--- src/hdl/tclpc_pkg.sv ---
// ----------------------------------------------------------------------------
// tclpc_pkg
// Shared types and constants for the text command LED PWM controller.
// ----------------------------------------------------------------------------
package tclpc_pkg;

  // command line limits
  localparam int WORD_MAX = 8;
  localparam int ARG_MAX  = 16;
  localparam int ARG_KEPT = 6;

  localparam int WL_W   = $clog2(WORD_MAX + 1);
  localparam int AL_W   = $clog2(ARG_MAX + 1);
  localparam int NAME_W = 8 * WORD_MAX;

  // command names, first character in the low byte, zero padded
  localparam logic [NAME_W-1:0] NAME_RGB    = NAME_W'({"b", "g", "r"});
  localparam logic [NAME_W-1:0] NAME_RED    = NAME_W'({"d", "e", "r"});
  localparam logic [NAME_W-1:0] NAME_YELLOW = NAME_W'({"w", "o", "l", "l", "e", "y"});
  localparam logic [NAME_W-1:0] NAME_GREEN  = NAME_W'({"n", "e", "e", "r", "g"});

  localparam logic [7:0] CHAR_LF    = 8'h0A;
  localparam logic [7:0] CHAR_CR    = 8'h0D;
  localparam logic [7:0] CHAR_SPACE = 8'h20;

  // input operation codes
  localparam logic OP_BYTE = 1'b0;
  localparam logic OP_TICK = 1'b1;

  // configuration register indexes
  localparam int CFG_IDX_W = 2;
  localparam logic [CFG_IDX_W-1:0] CFG_RED_LEVEL    = 2'd0;
  localparam logic [CFG_IDX_W-1:0] CFG_YELLOW_LEVEL = 2'd1;
  localparam logic [CFG_IDX_W-1:0] CFG_GREEN_LEVEL  = 2'd2;

  localparam logic [7:0] RED_LEVEL_RST    = 8'd10;
  localparam logic [7:0] YELLOW_LEVEL_RST = 8'd30;
  localparam logic [7:0] GREEN_LEVEL_RST  = 8'd10;

  typedef enum logic [1:0] {
    LIGHT_NONE   = 2'd0,
    LIGHT_RED    = 2'd1,
    LIGHT_YELLOW = 2'd2,
    LIGHT_GREEN  = 2'd3
  } light_t;

  typedef struct packed {
    logic       operation;
    logic [7:0] byte_value;
  } in_t;

  typedef struct packed {
    logic       red_lamp;
    logic       yellow_lamp;
    logic       green_lamp;
    logic       rgb_red_out;
    logic       rgb_green_out;
    logic       rgb_blue_out;
    logic [1:0] lamp_select;
  } out_t;

  // parser state seen by the pwm side
  typedef struct packed {
    light_t          light;
    light_t          light_nxt;
    logic [2:0][7:0] rgb_levels;
  } cmd_status_t;

endpackage

--- src/hdl/text_command_led_pwm_controller_top.sv ---
// ----------------------------------------------------------------------------
// text_command_led_pwm_controller_top
// Text command parser with PWM drive for three traffic lamps and an RGB LED.
// ----------------------------------------------------------------------------
// One word is accepted every clock cycle while the output side takes results: a
// word sits in the input register while the parser and the pwm compare update
// their state, and its result lands in the output register once that register
// is empty or being read. Input and output registers part the two channels; a
// stalled result only holds up input once the input register is also full.
// Level registers written on the configuration port take effect at the next
// tick word. Drive outputs change on tick words only; lamp_select follows
// the line just executed.
module text_command_led_pwm_controller_top
  import tclpc_pkg::*;
(
  input  logic                 clk,
  input  logic                 rst_n,
  input  logic                 in_valid,
  output logic                 in_ready,
  input  in_t                  in_data,
  output logic                 out_valid,
  input  logic                 out_ready,
  output out_t                 out_data,
  input  logic                 cfg_we,
  input  logic [CFG_IDX_W-1:0] cfg_index,
  input  logic [7:0]           cfg_wdata
);

  logic        in_valid_r;
  in_t         in_data_r;
  logic        out_valid_r;
  out_t        out_data_r, out_data_nxt;
  logic        advance;
  logic        is_tick;
  logic [7:0]  red_level_r, yellow_level_r, green_level_r;
  logic [7:0]  pwm_phase_r, pwm_phase_nxt;
  logic [5:0]  lamp_lines_r, lamp_lines_nxt;
  logic [7:0]  r_level, y_level, g_level;
  cmd_status_t cmd;

  assign advance  = in_valid_r && (!out_valid_r || out_ready);
  assign in_ready = !in_valid_r || advance;
  assign is_tick  = (in_data_r.operation == OP_TICK);

  always_ff @(posedge clk) begin
    if (!rst_n) begin
      in_valid_r <= 1'b0;
    end else if (in_ready) begin
      in_valid_r <= in_valid;
    end
  end

  always_ff @(posedge clk) begin
    if (in_valid && in_ready) begin
      in_data_r <= in_data;
    end
  end

  always_ff @(posedge clk) begin
    if (!rst_n) begin
      red_level_r    <= RED_LEVEL_RST;
      yellow_level_r <= YELLOW_LEVEL_RST;
      green_level_r  <= GREEN_LEVEL_RST;
    end else if (cfg_we) begin
      unique case (cfg_index)
        CFG_RED_LEVEL:    red_level_r    <= cfg_wdata;
        CFG_YELLOW_LEVEL: yellow_level_r <= cfg_wdata;
        CFG_GREEN_LEVEL:  green_level_r  <= cfg_wdata;
        default: ;
      endcase
    end
  end

  tclpc_parser u_parser (
    .clk        (clk),
    .rst_n      (rst_n),
    .byte_en    (advance && !is_tick),
    .byte_value (in_data_r.byte_value),
    .status     (cmd)
  );

  // unselected traffic lamps run at level zero
  assign r_level = (cmd.light == LIGHT_RED)    ? red_level_r    : 8'd0;
  assign y_level = (cmd.light == LIGHT_YELLOW) ? yellow_level_r : 8'd0;
  assign g_level = (cmd.light == LIGHT_GREEN)  ? green_level_r  : 8'd0;

  always_comb begin
    pwm_phase_nxt  = pwm_phase_r;
    lamp_lines_nxt = lamp_lines_r;
    if (advance && is_tick) begin
      pwm_phase_nxt  = pwm_phase_r + 8'd1;
      lamp_lines_nxt = {pwm_phase_nxt < cmd.rgb_levels[2],
                        pwm_phase_nxt < cmd.rgb_levels[1],
                        pwm_phase_nxt < cmd.rgb_levels[0],
                        pwm_phase_nxt < g_level,
                        pwm_phase_nxt < y_level,
                        pwm_phase_nxt < r_level};
    end
  end

  always_ff @(posedge clk) begin
    if (!rst_n) begin
      pwm_phase_r  <= '0;
      lamp_lines_r <= '0;
    end else begin
      pwm_phase_r  <= pwm_phase_nxt;
      lamp_lines_r <= lamp_lines_nxt;
    end
  end

  always_comb begin
    out_data_nxt.red_lamp      = lamp_lines_nxt[0];
    out_data_nxt.yellow_lamp   = lamp_lines_nxt[1];
    out_data_nxt.green_lamp    = lamp_lines_nxt[2];
    out_data_nxt.rgb_red_out   = lamp_lines_nxt[3];
    out_data_nxt.rgb_green_out = lamp_lines_nxt[4];
    out_data_nxt.rgb_blue_out  = lamp_lines_nxt[5];
    out_data_nxt.lamp_select   = cmd.light_nxt;
  end

  always_ff @(posedge clk) begin
    if (!rst_n) begin
      out_valid_r <= 1'b0;
    end else if (advance) begin
      out_valid_r <= 1'b1;
    end else if (out_ready) begin
      out_valid_r <= 1'b0;
    end
  end

  always_ff @(posedge clk) begin
    if (advance) begin
      out_data_r <= out_data_nxt;
    end
  end

  assign out_valid = out_valid_r;
  assign out_data  = out_data_r;

`ifndef ASSERT_OFF
  a_phase_step: assert property (@(posedge clk) disable iff (!rst_n)
    advance && is_tick |=> pwm_phase_r == $past(pwm_phase_r) + 8'd1)
    else $error("pwm phase did not advance by one on a tick");

  a_phase_hold: assert property (@(posedge clk) disable iff (!rst_n)
    !(advance && is_tick) |=> $stable(pwm_phase_r))
    else $error("pwm phase moved without a tick");

  a_select_tracks: assert property (@(posedge clk) disable iff (!rst_n)
    out_valid_r |-> out_data_r.lamp_select == cmd.light)
    else $error("lamp_select differs from the selected light");

  a_no_light_dark: assert property (@(posedge clk) disable iff (!rst_n)
    advance && is_tick && cmd.light == LIGHT_NONE |=>
      !out_data_r.red_lamp && !out_data_r.yellow_lamp && !out_data_r.green_lamp)
    else $error("traffic lamp lit with no light selected");
`endif

endmodule

--- src/hdl/tclpc_parser.sv ---
// ----------------------------------------------------------------------------
// tclpc_parser
// Builds command word and argument from received bytes, executes on line end.
// ----------------------------------------------------------------------------
module tclpc_parser
  import tclpc_pkg::*;
(
  input  logic        clk,
  input  logic        rst_n,
  input  logic        byte_en,
  input  logic [7:0]  byte_value,
  output cmd_status_t status
);

  logic                           in_argument_r, in_argument_nxt;
  logic [WORD_MAX-1:0][7:0]       word_chars_r, word_chars_nxt;
  logic [WL_W-1:0]                word_length_r, word_length_nxt;
  logic [ARG_KEPT-1:0][7:0]       arg_chars_r, arg_chars_nxt;
  logic [AL_W-1:0]                arg_length_r, arg_length_nxt;
  light_t                         light_r, light_nxt;
  logic [2:0][7:0]                rgb_levels_r, rgb_levels_nxt;
  logic                           line_end;

  // compare stops at the first zero byte of the word
  function automatic logic word_is(input logic [WORD_MAX-1:0][7:0] w,
                                   input logic [WL_W-1:0] wl,
                                   input logic [NAME_W-1:0] name);
    logic       match;
    logic       done;
    logic [7:0] c;
    logic [7:0] n;
    match = 1'b1;
    done  = 1'b0;
    for (int i = 0; i < WORD_MAX; i++) begin
      c = (WL_W'(i) < wl) ? w[i] : 8'h00;
      n = name[8*i +: 8];
      if (!done) begin
        if (c != n) begin
          match = 1'b0;
          done  = 1'b1;
        end else if (c == 8'h00) begin
          done = 1'b1;
        end
      end
    end
    return match;
  endfunction

  // non-hex characters count as zero
  function automatic logic [3:0] hex_digit(input logic [7:0] d);
    logic [3:0] v;
    v = 4'h0;
    if (d >= "0" && d <= "9") begin
      v = 4'(d - "0");
    end else if (d >= "a" && d <= "f") begin
      v = 4'(d - "a" + 8'd10);
    end else if (d >= "A" && d <= "F") begin
      v = 4'(d - "A" + 8'd10);
    end
    return v;
  endfunction

  assign line_end = (byte_value == CHAR_LF) || (byte_value == CHAR_CR);

  always_comb begin
    in_argument_nxt = in_argument_r;
    word_chars_nxt  = word_chars_r;
    word_length_nxt = word_length_r;
    arg_chars_nxt   = arg_chars_r;
    arg_length_nxt  = arg_length_r;
    light_nxt       = light_r;
    rgb_levels_nxt  = rgb_levels_r;
    if (byte_en) begin
      if (line_end) begin
        if (word_is(word_chars_r, word_length_r, NAME_RGB)) begin
          for (int k = 0; k < 3; k++) begin
            rgb_levels_nxt[k] = {hex_digit(arg_chars_r[2*k]), hex_digit(arg_chars_r[2*k+1])};
          end
        end else if (word_is(word_chars_r, word_length_r, NAME_RED)) begin
          light_nxt = LIGHT_RED;
        end else if (word_is(word_chars_r, word_length_r, NAME_YELLOW)) begin
          light_nxt = LIGHT_YELLOW;
        end else if (word_is(word_chars_r, word_length_r, NAME_GREEN)) begin
          light_nxt = LIGHT_GREEN;
        end
        in_argument_nxt = 1'b0;
        word_length_nxt = '0;
      end else if (!in_argument_r) begin
        if (byte_value == CHAR_SPACE) begin
          in_argument_nxt = 1'b1;
          arg_length_nxt  = '0;
        end else if (word_length_r < WL_W'(WORD_MAX)) begin
          for (int i = 0; i < WORD_MAX; i++) begin
            if (word_length_r == WL_W'(i)) begin
              word_chars_nxt[i] = byte_value;
            end
          end
          word_length_nxt = word_length_r + 1'b1;
        end
      end else if (arg_length_r < AL_W'(ARG_MAX)) begin
        // storing position k also clears position k+1
        for (int k = 0; k < ARG_KEPT; k++) begin
          if (arg_length_r == AL_W'(k)) begin
            arg_chars_nxt[k] = byte_value;
          end else if (arg_length_r + 1'b1 == AL_W'(k)) begin
            arg_chars_nxt[k] = 8'h00;
          end
        end
        arg_length_nxt = arg_length_r + 1'b1;
      end
    end
  end

  always_ff @(posedge clk) begin
    if (!rst_n) begin
      in_argument_r <= 1'b0;
      word_chars_r  <= '0;
      word_length_r <= '0;
      arg_chars_r   <= '0;
      arg_length_r  <= '0;
      light_r       <= LIGHT_NONE;
      rgb_levels_r  <= '0;
    end else begin
      in_argument_r <= in_argument_nxt;
      word_chars_r  <= word_chars_nxt;
      word_length_r <= word_length_nxt;
      arg_chars_r   <= arg_chars_nxt;
      arg_length_r  <= arg_length_nxt;
      light_r       <= light_nxt;
      rgb_levels_r  <= rgb_levels_nxt;
    end
  end

  assign status.light      = light_r;
  assign status.light_nxt  = light_nxt;
  assign status.rgb_levels = rgb_levels_r;

endmodule

--- config.mk ---
export PLATFORM = sky130hd
export DESIGN_NAME = text_command_led_pwm_controller_top
export DESIGN_NICKNAME = d
export VERILOG_FILES = /design/src/hdl/tclpc_pkg.sv /design/src/hdl/text_command_led_pwm_controller_top.sv /design/src/hdl/tclpc_parser.sv
export SDC_FILE = /design/constraint.sdc
export NUM_CORES = 1
export LEC_CHECK = 0
export ABC_AREA = 1
export BUFFER_PORTS_ARGS = -buffer_cell sky130_fd_sc_hd__buf_2
export CORE_UTILIZATION = 45
export DETAILED_ROUTE_END_ITERATION = 10
export GPL_ROUTABILITY_DRIVEN = 0
export GPL_TIMING_DRIVEN = 1
export HOLD_SLACK_MARGIN = 0.15
export PLACE_DENSITY = 0.6
export SLEW_MARGIN = 20
export SYNTH_ARGS = -nofsm -noshare
export SYNTH_HDL_FRONTEND = slang
export SYNTH_SLANG_ARGS = --single-unit
--- constraint.sdc ---
create_clock -name clk -period 2.7 [get_ports clk]
set_clock_uncertainty 0.2 [all_clocks]
set_input_delay 0.405 -clock clk [delete_from_list [all_inputs] [get_ports clk]]
set_output_delay 0.405 -clock clk [all_outputs]
set_load 0.005 [all_outputs]
==> impl_metrics.env <==
export IMPL_insertedDiodeCount=0
export IMPL_ioPinCount=34
export IMPL_slew_viol_final=0
export IMPL_arrival_ns=2.50
export IMPL_hold_viol_final=0
export IMPL_drive_gt1_share_pct=9.530
export IMPL_setup_viol=0
export IMPL_antenna_found_initial=0
export IMPL_die_h_um=152.9
export IMPL_cp_end_kind="register"
export IMPL_vias=9146
export IMPL_cts_clk_slew_worst_paths_ns=0.07
export IMPL_start_util_pct=46.38
export IMPL_cts_buffer_depth=2
export IMPL_yosysUniqueCellTypes=40
export IMPL_post_route_period_util_pct=92.97
export IMPL_hold_start="cfg_index[0]"
export IMPL_yosysWarnings=0
export IMPL_startpoint="pwm_phase_r[0]"
export IMPL_avgSynthCellArea_um2=7.309
export IMPL_hold_class="in2reg"
export IMPL_drt_iter0_drc=562
export IMPL_cts_tree="yes"
export IMPL_cts_root_buf="clkbuf_16"
export IMPL_grt_pass1_wl_mm=42.29
export IMPL_die_area_mm2=0.02338
export IMPL_p_leak_uw=0.004660
export IMPL_slew_headroom_pct=61.73
export IMPL_worst_hold_slack_ns=0.2365
export IMPL_grt_max_degree=65
export IMPL_routedWlPerCell_um=14.39
export IMPL_critPathKind="reg2reg"
export IMPL_rsz0062_at_grt="false"
export IMPL_wirelength_mm=25.46
export IMPL_numCtsBuffers=17
export IMPL_drcViolationCount=0
export IMPL_worst_path_max_fanout=7
export IMPL_grt_use_total_pct=22.44
export IMPL_overflow=0
export IMPL_clkSinkCount=197
export IMPL_core_mm2=0.02209
export IMPL_area_growth_pct=14.49
export IMPL_irDropWorstVdd_mv=0.3938
export IMPL_numPortBuffers=33
export IMPL_fp_dieW_um=152.9
export IMPL_whs_path_depth=5
export IMPL_yosys_top_cells_area="dfxtp_1 35%, nand2_1 12%, ha_1 9.2%, a21oi_1 8.9%, inv_1 6.4%"
export IMPL_dpl_worst_slack_ns=0.0002378
export IMPL_placementRows=54
export IMPL_syn_inst=1402
export IMPL_fin_crit_ns=2.510
export IMPL_worst_slew_pin_slew_ns=0.5680
export IMPL_post_route_util_pct=53.10
export IMPL_worst_slack_ns=0.1897
export IMPL_crit_required_ns=2.69
export IMPL_synth_area_leader_cell="dfxtp_1"
export IMPL_stdcell_area_mm2=0.01173
export IMPL_worstRegToRegCells=10
export IMPL_power_density_mw_per_mm2=503.4
export IMPL_cts_htree_levels=4
export IMPL_netlist_area_mm2=0.01025
export IMPL_start_kind="register"
export IMPL_viasPerCell=5.167
export IMPL_dr_pass1_iters=5
export IMPL_fmax_mhz=398.4
export IMPL_grt_pass1_vias=8436
export IMPL_finalSetupTns_ns=0
export IMPL_synth_seq_area_share_pct=40.15
export IMPL_ant_nets=0
export IMPL_yosys_area_top_type_share_pct=35.16
export IMPL_cap_viol_max_count=0
export IMPL_status="finished clean"
export IMPL_nets=1576
export IMPL_clock_latency_ns=0.44
export IMPL_place_area_mm2=0.01093
export IMPL_post_dp_hpwl_mm=18.00
export IMPL_r2r_start="pwm_phase_r[0]"
export IMPL_synth_ff_latch_count=197
export IMPL_synth_nets=1501
worst paths after layout:
path                            slack (ns)                        end
worst min-delay path                  0.24             red_level_r[3]
worst min register to register        0.25  u_parser.word_chars_r[23]
worst max register to register        0.19                out_data[6]
worst max-delay path                  0.19                out_data[6]
flip-flops by register name (all words and copies together) (netlist names), 2 cells and up:
register,count
yellow_level_r,8
u_parser.light_r,2
lamp_lines_r,6
in_data_r,8
pwm_phase_r,8
u_parser.status,24
red_level_r,8
u_parser.word_chars_r,56
out_data,8
green_level_r,8
u_parser.arg_chars_r,48
u_parser.arg_length_r,5
u_parser.word_length_r,4
routing by layer:
layer	vias up	global-route usage [%]	part of all wire, %
met5	-	0	0
met4	0	5.724	1.3
met3	27	3.402	4.1
met2	160	35.47	44
met1	4176	31.86	50
li1	4783	-	-
cell families (layout without fill, tap and decap cells):
group,Yosys count,count (layout),share of synthesized area (%)
compound gates,339,339,18.18
fa+ha+maj,75,75,9.158
xor+xnor,9,9,0.7693
simple gates,555,555,23.22
buf+inv,227,315,8.523
flops,197,197,40.15
per-stage QoR:
step,power [µW],std cells
after global placement,3522,1716
after floorplan,3361,1402
after CTS,5951,1769
after global routing,6123,1770
final,5906,1770
after detailed placement,3530,1716
where the power goes:
| part | internal [µW] | total, µW | switching, µW |
|---|---|---|---|
| Clock | 1280 | 2410 | 1140 |
| Combinational | 174 | 456 | 282 |
| Sequential | 3000 | 3040 | 35.3 |
| Total | 4450 | 5910 | 1460 |
synth_stat cells:
master	count
xor2_1	7
o21a_1	3
nand3_4	1
o211ai_1	10
nor2_1	90
o21ai_0	105
edfxtp_1	17
nor2_2	4
nand3b_1	3
nor4_2	1
nand2_4	1
nand3_1	78
inv_2	9
o21ai_2	2
nand4_1	22
a21oi_1	183
ha_1	75
nor2_4	2
dfxtp_1	180
nand2_2	2
clkbuf_1	30
o22ai_1	4
o21ai_1	12
nor3_4	1
xnor2_1	2
o21bai_1	1
buf_6	1
a31oi_1	5
a22o_1	1
nor3_2	2
nor4_1	6
or2_2	1
a31oi_4	5
inv_1	176
nand3_2	1
o2111ai_1	6
nand2_1	321
buf_2	11
a211oi_1	2
nor3_1	19
critical path: stages (launching register included):
cell      delay, ns
dfxtp_1        0.35
buf_4          0.14
ha_1           0.18
nand3_1        0.12
nand3b_1       0.29
xnor2_4        0.24
ha_1           0.32
nand2_1        0.08
o21a_1         0.19
nand3_1        0.10
nand2_1        0.06
layout make-up:
class                   count  area (µm²)
clock buffers              21       440.4
inverters                 185       694.4
well taps                 280       350.3
fillers                  2186       10360
flip-flops and latches    197        4114
clock inverters            11       105.1
multi-input cells         978        5298
repair buffers             98       730.7
cell usage in the layout, fill, tap and decap left out, types with 22 or more instances in the layout:
| cell | n |
|---|---|
| nand4_1 | 22 |
| a21oi_1 | 183 |
| nand2_1 | 321 |
| dfxtp_1 | 180 |
| buf_2 | 33 |
| buf_4 | 42 |
| inv_1 | 174 |
| ha_1 | 75 |
| nor2_1 | 90 |
| o21ai_0 | 104 |
| nand3_1 | 78 |
repair_timing:
action | CTS | global route
hold buffers | 21 | 0
resized for setup | 2 | 6
hold endpoints to repair | 38 | 0
gates cloned | 0 | 0
endpoints found under the setup margin | 6 | 14
pin swaps | 0 | 1
setup buffers | 0 | 1
No activity file was read; power rests on OpenSTA's default activity.
